## src/assert_macros.svh

```systemverilog
// ----------------------------------------------------------------------------
// assertion macros
// shared wrappers for clocked concurrent assertions
// ----------------------------------------------------------------------------
`ifndef ASSERT_MACROS_SVH
`define ASSERT_MACROS_SVH

// property must hold at every clock edge outside reset
`define ASSERT_AT(name, clk, rstn, prop) \
  name: assert property (@(posedge clk) disable iff (!rstn) prop) \
    else $error("assertion failed");

// condition must never be seen outside reset
`define ASSERT_NEVER(name, clk, rstn, cond) \
  name: assert property (@(posedge clk) disable iff (!rstn) !(cond)) \
    else $error("forbidden condition seen");

`endif

```

## src/scf_pkg.sv

```systemverilog
// ----------------------------------------------------------------------------
// scf_pkg
// types, opcodes and the command length table of the sound command framer
// ----------------------------------------------------------------------------
package scf_pkg;

  typedef enum logic [2:0] {
    ACT_OTHER      = 3'd0,
    ACT_BGM_START  = 3'd1,
    ACT_BGM_STOP   = 3'd2,
    ACT_MUSIC_SUM  = 3'd3,
    ACT_EFFECT_SUM = 3'd4,
    ACT_STOP_ALL   = 3'd5
  } action_e;

  localparam logic [7:0] OP_END        = 8'hFF;
  localparam logic [7:0] OP_STOP_ALL   = 8'h10;
  localparam logic [7:0] OP_BGM_START  = 8'h20;
  localparam logic [7:0] OP_BGM_STOP   = 8'h21;
  localparam logic [7:0] OP_MUSIC_SUM  = 8'h28;
  localparam logic [7:0] OP_EFFECT_SUM = 8'h29;

  localparam logic [3:0] MUSIC_PORTS  = 4'd4;
  localparam logic [3:0] EFFECT_PORTS = 4'd5;

  typedef struct packed {
    logic [7:0] data_byte;
    logic       buffer_start;
  } cmd_beat_t;

  typedef struct packed {
    action_e     action;
    logic [7:0]  cmd_code;
    logic [3:0]  port_number;
    logic [15:0] bgm_mask;
  } res_beat_t;

  // command length in bytes, zero when the opcode is undefined
  function automatic logic [3:0] frame_len(input logic [7:0] op);
    logic [3:0] n;
    n = 4'd0;
    case (op[7:4])
      4'h0: n = 4'd4 + {3'd0, op[0]} + {3'd0, op[1]} + {2'd0, op[2], 1'b0};
      4'h1: n = (op == 8'h11) ? 4'd3 : 4'd1;
      4'h2: begin
        case (op) inside
          [8'h22:8'h25]:                        n = 4'd3;
          8'h26:                                n = 4'd4;
          8'h20:                                n = 4'd5;
          8'h27, 8'h28, 8'h29, 8'h2C, 8'h2D:    n = 4'd8;
          default:                              n = 4'd2;
        endcase
      end
      4'h4: begin
        case (op) inside
          8'h41, 8'h42, [8'h47:8'h4A]:          n = 4'd2;
          8'h4B, 8'h4D, 8'h4E:                  n = 4'd3;
          8'h45, 8'h4C:                         n = 4'd4;
          8'h44, 8'h4F:                         n = 4'd6;
          default:                              n = 4'd1;
        endcase
      end
      4'h5, 4'h6: n = (op inside {[8'h51:8'h54]}) ? 4'd8 : 4'd2;
      default:    n = 4'd0;
    endcase
    return n;
  endfunction

endpackage

```

## src/scf_cmd_if.sv

```systemverilog
// ----------------------------------------------------------------------------
// scf_cmd_if
// command byte channel, one buffer byte per beat
// ----------------------------------------------------------------------------
interface scf_cmd_if;
  logic       valid;
  logic       ready;
  logic [7:0] data_byte;
  logic       buffer_start;

  modport source (output valid, output data_byte, output buffer_start, input ready);
  modport sink   (input valid, input data_byte, input buffer_start, output ready);
endinterface

```

## src/scf_res_if.sv

```systemverilog
// ----------------------------------------------------------------------------
// scf_res_if
// result channel, one completed command per beat
// ----------------------------------------------------------------------------
interface scf_res_if;
  logic        valid;
  logic        ready;
  logic [2:0]  action;
  logic [7:0]  cmd_code;
  logic [3:0]  port_number;
  logic [15:0] bgm_mask;

  modport source (output valid, output action, output cmd_code, output port_number,
                  output bgm_mask, input ready);
  modport sink   (input valid, input action, input cmd_code, input port_number,
                  input bgm_mask, output ready);
endinterface

```

## src/sound_command_stream_framer.sv

```systemverilog
// ----------------------------------------------------------------------------
// sound_command_stream_framer
// frames sound driver command buffers and reports each completed command
// ----------------------------------------------------------------------------
// Takes one command buffer byte per beat and sustains one byte per cycle while
// result beats are taken. A completed command shows on the result channel once
// its last byte has passed the input register and then the result register. The
// result register loads as the parser takes the byte, and the framing state
// and port mask update at that same edge. Bytes that only extend a command,
// end markers, undefined opcodes and bytes seen while halted produce no beat.
// While a result beat waits untaken, the parser holds. The input register
// takes one more byte, and then ready stays low until the result is taken.
module sound_command_stream_framer import scf_pkg::*; (
  input logic       clk_i,
  input logic       rst_ni,
  scf_cmd_if.sink   cmd_i,
  scf_res_if.source res_o
);

  cmd_beat_t in_beat;
  cmd_beat_t reg_beat;
  logic      reg_vld;
  logic      reg_take;
  res_beat_t res_beat;

  assign in_beat = '{data_byte: cmd_i.data_byte, buffer_start: cmd_i.buffer_start};

  scf_in_reg u_in_reg (
    .clk_i  (clk_i),
    .rst_ni (rst_ni),
    .vld_i  (cmd_i.valid),
    .rdy_o  (cmd_i.ready),
    .beat_i (in_beat),
    .vld_o  (reg_vld),
    .take_i (reg_take),
    .beat_o (reg_beat)
  );

  scf_parse u_parse (
    .clk_i       (clk_i),
    .rst_ni      (rst_ni),
    .beat_vld_i  (reg_vld),
    .beat_i      (reg_beat),
    .beat_take_o (reg_take),
    .res_vld_o   (res_o.valid),
    .res_rdy_i   (res_o.ready),
    .res_o       (res_beat)
  );

  assign res_o.action      = res_beat.action;
  assign res_o.cmd_code    = res_beat.cmd_code;
  assign res_o.port_number = res_beat.port_number;
  assign res_o.bgm_mask    = res_beat.bgm_mask;

endmodule

```

## src/scf_in_reg.sv

```systemverilog
// ----------------------------------------------------------------------------
// scf_in_reg
// input register stage, holds one command byte beat until the parser takes it
// ----------------------------------------------------------------------------
module scf_in_reg import scf_pkg::*; (
  input  logic      clk_i,
  input  logic      rst_ni,
  input  logic      vld_i,
  output logic      rdy_o,
  input  cmd_beat_t beat_i,
  output logic      vld_o,
  input  logic      take_i,
  output cmd_beat_t beat_o
);

  logic      vld_q, vld_d;
  cmd_beat_t beat_q;

  assign rdy_o = !vld_q || take_i;

  always_comb begin
    vld_d = vld_q;
    if (rdy_o) begin
      vld_d = vld_i;
    end
  end

  always_ff @(posedge clk_i or negedge rst_ni) begin
    if (!rst_ni) begin
      vld_q <= 1'b0;
    end else begin
      vld_q <= vld_d;
    end
  end

  always_ff @(posedge clk_i) begin
    if (rdy_o && vld_i) begin
      beat_q <= beat_i;
    end
  end

  assign vld_o  = vld_q;
  assign beat_o = beat_q;

endmodule

```

## src/scf_parse.sv

```systemverilog
// ----------------------------------------------------------------------------
// scf_parse
// framing state, command completion and music port mask, with result register
// ----------------------------------------------------------------------------
`include "assert_macros.svh"

module scf_parse import scf_pkg::*; (
  input  logic      clk_i,
  input  logic      rst_ni,
  input  logic      beat_vld_i,
  input  cmd_beat_t beat_i,
  output logic      beat_take_o,
  output logic      res_vld_o,
  input  logic      res_rdy_i,
  output res_beat_t res_o
);

  logic        halted_q, halted_d;
  logic [2:0]  left_q, left_d;
  logic [7:0]  op_q, op_d;
  logic [3:0]  port_q, port_d;
  logic [15:0] mask_q, mask_d;
  logic        res_vld_q, res_vld_d;
  res_beat_t   res_q, res_d;

  logic        step_go;
  logic        halt_eff;
  logic [2:0]  left_eff;
  logic [3:0]  len;
  logic [3:0]  port_new;
  logic        has_res;
  logic [7:0]  fin_op;
  logic [3:0]  fin_port;
  logic [15:0] port_bit;
  logic [15:0] mask_new;
  action_e     act;

  assign step_go     = beat_vld_i && (!res_vld_q || res_rdy_i);
  assign beat_take_o = step_go;

  // framing
  always_comb begin
    halted_d = halted_q;
    left_d   = left_q;
    op_d     = op_q;
    port_d   = port_q;
    has_res  = 1'b0;
    fin_op   = op_q;
    fin_port = port_q;
    len      = 4'd0;
    port_new = port_q;
    halt_eff = halted_q && !beat_i.buffer_start;
    left_eff = beat_i.buffer_start ? 3'd0 : left_q;
    if (step_go) begin
      halted_d = halt_eff;
      left_d   = left_eff;
      if (!halt_eff) begin
        if (left_eff == 3'd0) begin
          len = frame_len(beat_i.data_byte);
          if (beat_i.data_byte == OP_END || len == 4'd0) begin
            halted_d = 1'b1;
          end else if (len == 4'd1) begin
            has_res  = 1'b1;
            fin_op   = beat_i.data_byte;
            fin_port = 4'd0;
          end else begin
            op_d   = beat_i.data_byte;
            port_d = 4'd0;
            left_d = 3'(len - 4'd1);
          end
        end else begin
          len = frame_len(op_q);
          if ({1'b0, left_eff} + 4'd1 == len) begin
            port_new = beat_i.data_byte[3:0];
          end
          port_d = port_new;
          left_d = left_eff - 3'd1;
          if (left_eff == 3'd1) begin
            has_res  = 1'b1;
            fin_op   = op_q;
            fin_port = port_new;
          end
        end
      end
    end
  end

  // command effect
  always_comb begin
    port_bit = 16'd1 << fin_port;
    act      = ACT_OTHER;
    mask_new = mask_q;
    case (fin_op)
      OP_BGM_START: begin
        mask_new = mask_q | port_bit;
        act      = ACT_BGM_START;
      end
      OP_BGM_STOP: begin
        mask_new = mask_q & ~port_bit;
        act      = ACT_BGM_STOP;
      end
      OP_MUSIC_SUM: begin
        if (fin_port < MUSIC_PORTS) act = ACT_MUSIC_SUM;
      end
      OP_EFFECT_SUM: begin
        if (fin_port < EFFECT_PORTS) act = ACT_EFFECT_SUM;
      end
      OP_STOP_ALL: act = ACT_STOP_ALL;
      default: act = ACT_OTHER;
    endcase
    mask_d = has_res ? mask_new : mask_q;
    res_d  = '{action: act, cmd_code: fin_op, port_number: fin_port, bgm_mask: mask_new};
  end

  always_comb begin
    res_vld_d = res_vld_q;
    if (step_go && has_res) begin
      res_vld_d = 1'b1;
    end else if (res_rdy_i) begin
      res_vld_d = 1'b0;
    end
  end

  always_ff @(posedge clk_i or negedge rst_ni) begin
    if (!rst_ni) begin
      halted_q  <= 1'b0;
      left_q    <= 3'd0;
      op_q      <= 8'd0;
      port_q    <= 4'd0;
      mask_q    <= 16'd0;
      res_vld_q <= 1'b0;
    end else begin
      halted_q  <= halted_d;
      left_q    <= left_d;
      op_q      <= op_d;
      port_q    <= port_d;
      mask_q    <= mask_d;
      res_vld_q <= res_vld_d;
    end
  end

  always_ff @(posedge clk_i) begin
    if (step_go && has_res) begin
      res_q <= res_d;
    end
  end

  assign res_vld_o = res_vld_q;
  assign res_o     = res_q;

  `ASSERT_AT(a_halt_holds, clk_i, rst_ni,
    (step_go && halted_q && !beat_i.buffer_start) |=> halted_q)
  `ASSERT_AT(a_mask_only_on_result, clk_i, rst_ni,
    !(step_go && has_res) |=> $stable(mask_q))
  `ASSERT_NEVER(a_halt_mid_command, clk_i, rst_ni, halted_q && (left_q != 3'd0))
  `ASSERT_AT(a_result_mask_current, clk_i, rst_ni, res_vld_q |-> (res_q.bgm_mask == mask_q))

endmodule

```

## src/flat_wrapper.sv

```systemverilog
// flat-port wrapper written by rule: the top's interface ports become plain ports
module sound_command_stream_framer_flat import scf_pkg::*;
  (clk_i, rst_ni, cmd_i_valid, cmd_i_data_byte, cmd_i_buffer_start, cmd_i_ready, res_o_valid, res_o_action, res_o_cmd_code, res_o_port_number, res_o_bgm_mask, res_o_ready);
  scf_cmd_if cmd_i_i ();
  scf_res_if res_o_i ();
  input logic clk_i;
  input logic rst_ni;
  input wire logic [$bits(cmd_i_i.valid)-1:0] cmd_i_valid;
  input wire logic [$bits(cmd_i_i.data_byte)-1:0] cmd_i_data_byte;
  input wire logic [$bits(cmd_i_i.buffer_start)-1:0] cmd_i_buffer_start;
  output wire logic [$bits(cmd_i_i.ready)-1:0] cmd_i_ready;
  output wire logic [$bits(res_o_i.valid)-1:0] res_o_valid;
  output wire logic [$bits(res_o_i.action)-1:0] res_o_action;
  output wire logic [$bits(res_o_i.cmd_code)-1:0] res_o_cmd_code;
  output wire logic [$bits(res_o_i.port_number)-1:0] res_o_port_number;
  output wire logic [$bits(res_o_i.bgm_mask)-1:0] res_o_bgm_mask;
  input wire logic [$bits(res_o_i.ready)-1:0] res_o_ready;
  assign cmd_i_i.valid = cmd_i_valid;
  assign cmd_i_i.data_byte = cmd_i_data_byte;
  assign cmd_i_i.buffer_start = cmd_i_buffer_start;
  assign cmd_i_ready = cmd_i_i.ready;
  assign res_o_valid = res_o_i.valid;
  assign res_o_action = res_o_i.action;
  assign res_o_cmd_code = res_o_i.cmd_code;
  assign res_o_port_number = res_o_i.port_number;
  assign res_o_bgm_mask = res_o_i.bgm_mask;
  assign res_o_i.ready = res_o_ready;
  sound_command_stream_framer u_core (.clk_i(clk_i), .rst_ni(rst_ni), .cmd_i(cmd_i_i), .res_o(res_o_i));
endmodule
```

## config.mk

```make
export PLATFORM = sky130hd
export DESIGN_NAME = sound_command_stream_framer_flat
export DESIGN_NICKNAME = d
export VERILOG_FILES = /design/src/scf_pkg.sv /design/src/scf_cmd_if.sv /design/src/scf_res_if.sv /design/src/sound_command_stream_framer.sv /design/src/scf_in_reg.sv /design/src/scf_parse.sv /design/src/flat_wrapper.sv
export VERILOG_INCLUDE_DIRS = /design/src /design/src/src
export SDC_FILE = /design/constraint.sdc
export NUM_CORES = 1
export LEC_CHECK = 0
export ABC_AREA = 1
export BUFFER_PORTS_ARGS = -buffer_cell sky130_fd_sc_hd__buf_4
export CORE_MARGIN = 2
export CORE_UTILIZATION = 62
export CTS_BUF_LIST = sky130_fd_sc_hd__clkbuf_4 sky130_fd_sc_hd__clkbuf_8
export CTS_CLUSTER_DIAMETER = 100
export CTS_CLUSTER_SIZE = 28
export DETAILED_ROUTE_END_ITERATION = 6
export GPL_TIMING_DRIVEN = 0
export PLACE_DENSITY = 0.93
export SLEW_MARGIN = 20
export SYNTH_ARGS = -nofsm -noshare
export SYNTH_HDL_FRONTEND = slang
export SYNTH_SLANG_ARGS = --single-unit
```

## constraint.sdc

```tcl
create_clock -name clk_i -period 4.45 [get_ports clk_i]
set_clock_uncertainty 0.05 [all_clocks]
set_input_delay 0.89 -clock clk_i [delete_from_list [all_inputs] [get_ports clk_i]]
set_output_delay 0.89 -clock clk_i [all_outputs]
set_load 0.02 [all_outputs]
```

== After elaboration in Yosys (flattened, before gate mapping) ==
Cells that the tools add are included.
Operators by class
  magnitude comparators: 14
  multiplexer cells: 63
  reductions and logical operators: 35
  shift-type cells: 1
  $add $sub $neg: 9
  equality and inequality tests: 55
  bitwise logic cells: 6
Operator list (count)
  8-bit by 6-bit == test with 1-bit output (second input constant): 18
  8-bit by 7-bit == test with 1-bit output (second input constant): 18
  4-bit two-way mux: 26
  3-bit two-way mux: 14
  8-bit two-way mux: 5
  4-bit case mux with 5 select lines: 2
  8-bit by 7-bit greater-or-equal comparator with 1-bit output (second input constant): 4
  8-bit by 7-bit <= comparator with 1-bit output (second input constant): 4
  16-bit case mux with 2 select lines: 1
  4-bit by 3-bit == test with 1-bit output (second input constant): 6
  8-bit by 5-bit == test with 1-bit output (second input constant): 3
  16-bit AND: 1
  8-bit by 6-bit greater-or-equal comparator with 1-bit output (second input constant): 2
  8-bit by 6-bit <= comparator with 1-bit output (second input constant): 2
  16-bit NOT: 1
  16-bit bitwise OR: 1
  1-bit by 4-bit left shift with 16-bit output (first input constant): 1
  3-bit case mux with 5 select lines: 1
  4-bit by 1-bit == test with 1-bit output (second input constant): 3
  4-bit logical NOT: 3
  2-bit OR reduction: 6
  3-bit OR reduction: 4
  1-bit two-way mux: 11
  1-bit logical AND: 10
  other kinds (20): 36
Storage, ports and cells
  bits in registers: 74
  bits of input ports: 13
  output and inout port bits: 33
  logic and storage cells: 196

== Depth between registers and ports, before layout ==
  depth in word-level cells: 20
  gate-level depth with buffers: 29
  depth with buffers taken out: 28

== By module ==
Synthesis repeated with hierarchy kept, for this count alone.
Unflattened totals
  cells, all modules: 611
  area total of the unflattened synthesis: 4847.1 µm²
Modules (own cells, without submodules)
  scf_parse: seq. area each 1756.7 µm², area an instance 4531.8 µm², instances 1, cells each 596
  scf_in_reg: seq. area each 295.3 µm², area an instance 315.3 µm², instances 1, cells each 15

== Least setup slack after synthesis ==
No wires, ideal clock.
  path type: flip-flop to flip-flop
  start point: register u_core.u_in_reg.beat_q, in the netlist u_core.u_in_reg.beat_o[2]
  end point: register u_core.u_parse.res_q, in the netlist u_core.u_parse.res_o[0], enable pin
  cell stages (with the launch flop): 15
  buffers on the path: 1
  setup slack: 0.465 ns
  library setup time: 0.407 ns
  arrival: 3.528 ns
  clock period less this slack: 3.985 ns
  data required time: 3.993 ns
  cells stage by stage: edfxtp_1 -> inv_1 -> ha_1 -> inv_1 -> nand2_1 -> nand3_1 -> a21boi_0 -> a31oi_1 -> a311oi_1 -> ha_1 -> nand4_4 -> nor2_8 -> nand2_8 -> nand2_4 -> clkbuf_1
Between the ends
  word-level cells in the longest chain between the ends: 17
  elaborated cells between the ends (all ways): 57
  classes of those cells: add/sub: 2; order compare: 6; eq/ne: 19; mux: 19; reduce/logical: 11
Ends and longest elaborated chain
  start, declared: RTL line scf_in_reg.sv:17  | cmd_beat_t beat_q;
  start signal, assigned: RTL line scf_in_reg.sv:38  | beat_q <= beat_i;
  branches (longest 12 deep; another with 4-bit by 1-bit adder with 4-bit output)
  1-bit two-way mux *: RTL line scf_parse.sv:60  | if (beat_i.data_byte == OP_END || len == 4'd0) begin
  1-bit two-way mux *: RTL line scf_parse.sv:58  | if (left_eff == 3'd0) begin
  1-bit two-way mux *: RTL line scf_parse.sv:57  | if (!halt_eff) begin
  1-bit two-way mux *: RTL line scf_parse.sv:54  | if (step_go) begin
  net u_core.u_parse.has_res: RTL line scf_parse.sv:31  | logic has_res;
  1-bit logical AND *: RTL line scf_parse.sv:143  | if (step_go && has_res) begin
  end signal, assigned: RTL line scf_parse.sv:144  | res_q <= res_d;
  end, declared: RTL line scf_parse.sv:24  | res_beat_t res_q, res_d;
Mark *: on every way through the listed nets, which the timed path passes. The select of a mux whose other input is x is not followed.
A chain may end at the register's enable or synchronous reset.

== Worst setup path after layout ==
  start point: register u_core.u_in_reg.beat_q, in the netlist u_core.u_in_reg.beat_o[2]
  end point: register u_core.u_parse.res_q, in the netlist u_core.u_parse.res_o[9] (data pin)
Between the ends
  elaborated cells between the ends (all ways): 70
  classes of those cells: add/sub: 2; order compare: 6; eq/ne: 21; shift: 1; mux: 27; bitwise: 3; reduce/logical: 10
RTL lines
  branches (longest 12 deep; another with 4-bit by 1-bit adder with 4-bit output)
  8-bit two-way mux *: RTL line scf_parse.sv:60
  8-bit two-way mux *: RTL line scf_parse.sv:58
  8-bit two-way mux *: RTL line scf_parse.sv:57
  8-bit two-way mux *: RTL line scf_parse.sv:54
  net u_core.u_parse.fin_op[4]: RTL line scf_parse.sv:32  | logic [7:0] fin_op;
  8-bit by 6-bit == test with 1-bit output: RTL line scf_parse.sv:93  | case (fin_op)
  16-bit case mux with 2 select lines *: RTL line scf_parse.sv:93
  net u_core.u_parse.mask_new[9]: RTL line scf_parse.sv:35  | logic [15:0] mask_new;
Marks and branches as above.

==> run summary <==
Ys async rst share = 45.9%
CTS Sinks = 74
Largest net degree at the start of global routing = 35
Most frequent cells in the layout = nand2_1, nand3_1, inv_1
PortBufs = 45
Worst skew pair latency = 0.36 ns
EDFF count, synth = 40
Routed via count = 4,497
Most common cell after layout, fill and taps aside = nand2_1
TNS Setup = 0 ns
Pwr dens = 503 nW/µm²
Grt ovf = 0
Final Setup Violations = 0
TritonRoute pass-1 iters = 5
R2r startpoint = u_core.u_in_reg.beat_o[2]
R2R Setup Slk = 0.22 ns
TritonCTS buffer count = 9
Chip width = 91.5 µm
Yosys warns = 0
Initial Utilization = 64.8%
Maximum vdd drop = 0.000272 V
Post-synthesis register bit count = 74
Reg2reg end = u_core.u_parse.res_o[9]
Overall routing resource usage = 29.3%
Critical path peak fanout = 10
Crit Path Class = reg2reg
RD Place Congestion = 0.894
Hold crit path type = in2async
Final net count = 709
Cell area after layout = 5450 µm²
Vias in the first global route = 4,208
Die Y-Extent = 91.5 µm
Outcome = finished clean
Placed cell area = 5240 µm²
Syn Nets = 652
Static Leak = 2.67 nW
CTS tree = yes
Synth Instances = 620
Ant. Diodes = 0
Root Driver = clkbuf_8
Vias/cell = 5.76
HPWL after DPL = 8620 µm
Post-synth top area share = 25.3%
Full die area = 8380 µm²
I/O Pins = 46
Data required, critical path = 4.51 ns
CTS clock-pin slew for the worst setup and hold paths = 0.08 ns
Slew Limit Headroom = 59.1%
Antenna violations before repair = 0
MaxCap Viol Count = 0
Core Box Area = 7330 µm²
Crit start category = flop
Critical Path Sink Type = flop
Main synth FF type = edfxtp_1
Count of final hold-check violations = 0
DRC = 0
Per-cell routed wire length = 14.9 µm
Worst Setup SP = u_core.u_in_reg.beat_o[2]
H-tree level count = 3
Clock buffer depth = 2
Final WL = 11,600 µm
Final period utilization = 95.1%
Final Slew Violations = 0
Least-Margin Pin Slew = 0.605 ns
WP data arrival = 4.29 ns
# Post-CTS Setup Buffers = 0
RSZ-0062 raised after global routing = false
Crit path time final = 4.23 ns
Post-Syn Area per Cell = 7.66 µm²
Starting DRT DRC Count = 397
Reg2reg path depth = 19
Global-route wire length before repair = 19,500 µm
Area Growth Syn to Fin = 14.7%
Unique masters post-synth = 43
Overall power = 2.74 mW
Seq/Total Area, Yosys = 43.2%
Share of layout cells above drive strength 1 = 17.7%
Row Count = 31
Final Util = 74.3%
Cell taking the most area after synthesis = edfxtp_1
Fmax achieved = 0.236 GHz
Area of the mapped netlist = 4750 µm²
Area contributors post-synth = edfxtp_1, nand2_1, dfrtp_1
Routed Antenna Nets = 0
-- per-stage QoR --
step | instances | setup WS (ns) | hold slack [ns]
after floorplan | 620 | 0.465 | 0.395
after global placement | 764 | -0.303 | 0.411
after detailed placement | 765 | 0.188 | 0.423
after CTS | 781 | 0.147 | 0.442
after global routing | 781 | 0.0405 | 0.464
final | 781 | 0.217 | 0.431
-- state kept, by name (all words and copies together), names as in the netlist --
register,flops
u_core.u_parse.port_q,4
u_core.u_parse.mask_q,16
u_core.u_parse.res_o,31
u_core.u_in_reg.vld_o,1
u_core.u_parse.op_q,8
u_core.u_parse.halted_q,1
u_core.u_parse.res_vld_o,1
u_core.u_in_reg.beat_o,9
u_core.u_parse.left_q,3
-- repair_timing --
item / in CTS / in global routing
hold buffers: 0 / 0
endpoints found under the setup margin: 0 / 35
gates resized for setup: 0 / 5
-- per-layer routing --
layer / GRT usage [%] / part of all wire (%) / up-vias
met1: 39.8 / 42 / 2071
met4: 11.0 / 2.1 / 0
met5: 0 / 0 / -
met3: 4.65 / 8.4 / 31
met2: 47.6 / 48 / 244
li1: - / - / 2151
-- worst max-delay path: stages (launching register included) --
cell	delay [ns]
edfxtp_1	0.50
inv_2	0.20
ha_1	0.28
nand2_1	0.08
a21oi_1	0.33
o311ai_0	0.25
a311oi_2	0.40
ha_1	0.26
nand4_4	0.14
nor2_8	0.19
nand2_8	0.10
nand2_1	0.07
nand2_1	0.14
nor2_1	0.21
nand2_2	0.14
nor2_2	0.19
buf_4	0.20
nand3_1	0.09
nand2_1	0.08
nand2_1	0.07
-- cell usage after synthesis (5+ instances only) --
cell	count
o22ai_1	5
nand2_1	227
a21oi_1	17
nand2_2	5
ha_1	19
o21ai_0	14
nor2_2	11
o21ai_1	9
inv_1	50
nand4_1	9
nor2_1	47
buf_2	5
inv_2	11
nand3_1	71
edfxtp_1	40
dfrtp_1	34
nor2_4	5
-- cell families after synthesis --
logic type / after synthesis / share of synthesized area, %
buffers and inverters: 74 / 6.45
AOI/OAI and AO/OA: 58 / 7.24
adders and majority gates: 19 / 5.00
and+or+nand+nor: 393 / 37.7
DFF: 74 / 43.2
xor gates and xnor gates: 2 / 0.369
-- how the worst max path moves through the flow --
stage,end,cells after the start
2_1_floorplan,u_core.u_parse.res_o[0],14
3_3_place_gp,u_core.u_parse.res_o[26],12
3_5_place_dp,u_core.u_parse.res_o[1],21
4_1_cts,u_core.u_parse.res_o[2],19
5_1_grt,u_core.u_parse.mask_q[7],21
6_report,u_core.u_parse.res_o[9],19
-- area by class of cell --
type	count	area, µm²
well taps	99	124
flip-flops and latches	74	2050
repair buffers	46	365
fillers	537	1880
clock buffers	10	131
plain buffers	12	75.1
clock inverters	6	65.1
multi-input cells	472	2400
inverters	62	235
-- power by group --
part	total [mW]	internal, mW	switching, mW
clock	0.526	0.266	0.260
sequential	0.931	0.844	0.0870
combinational	1.28	0.389	0.894
total	2.74	1.50	1.24
(Power assumes the default switching activity.)
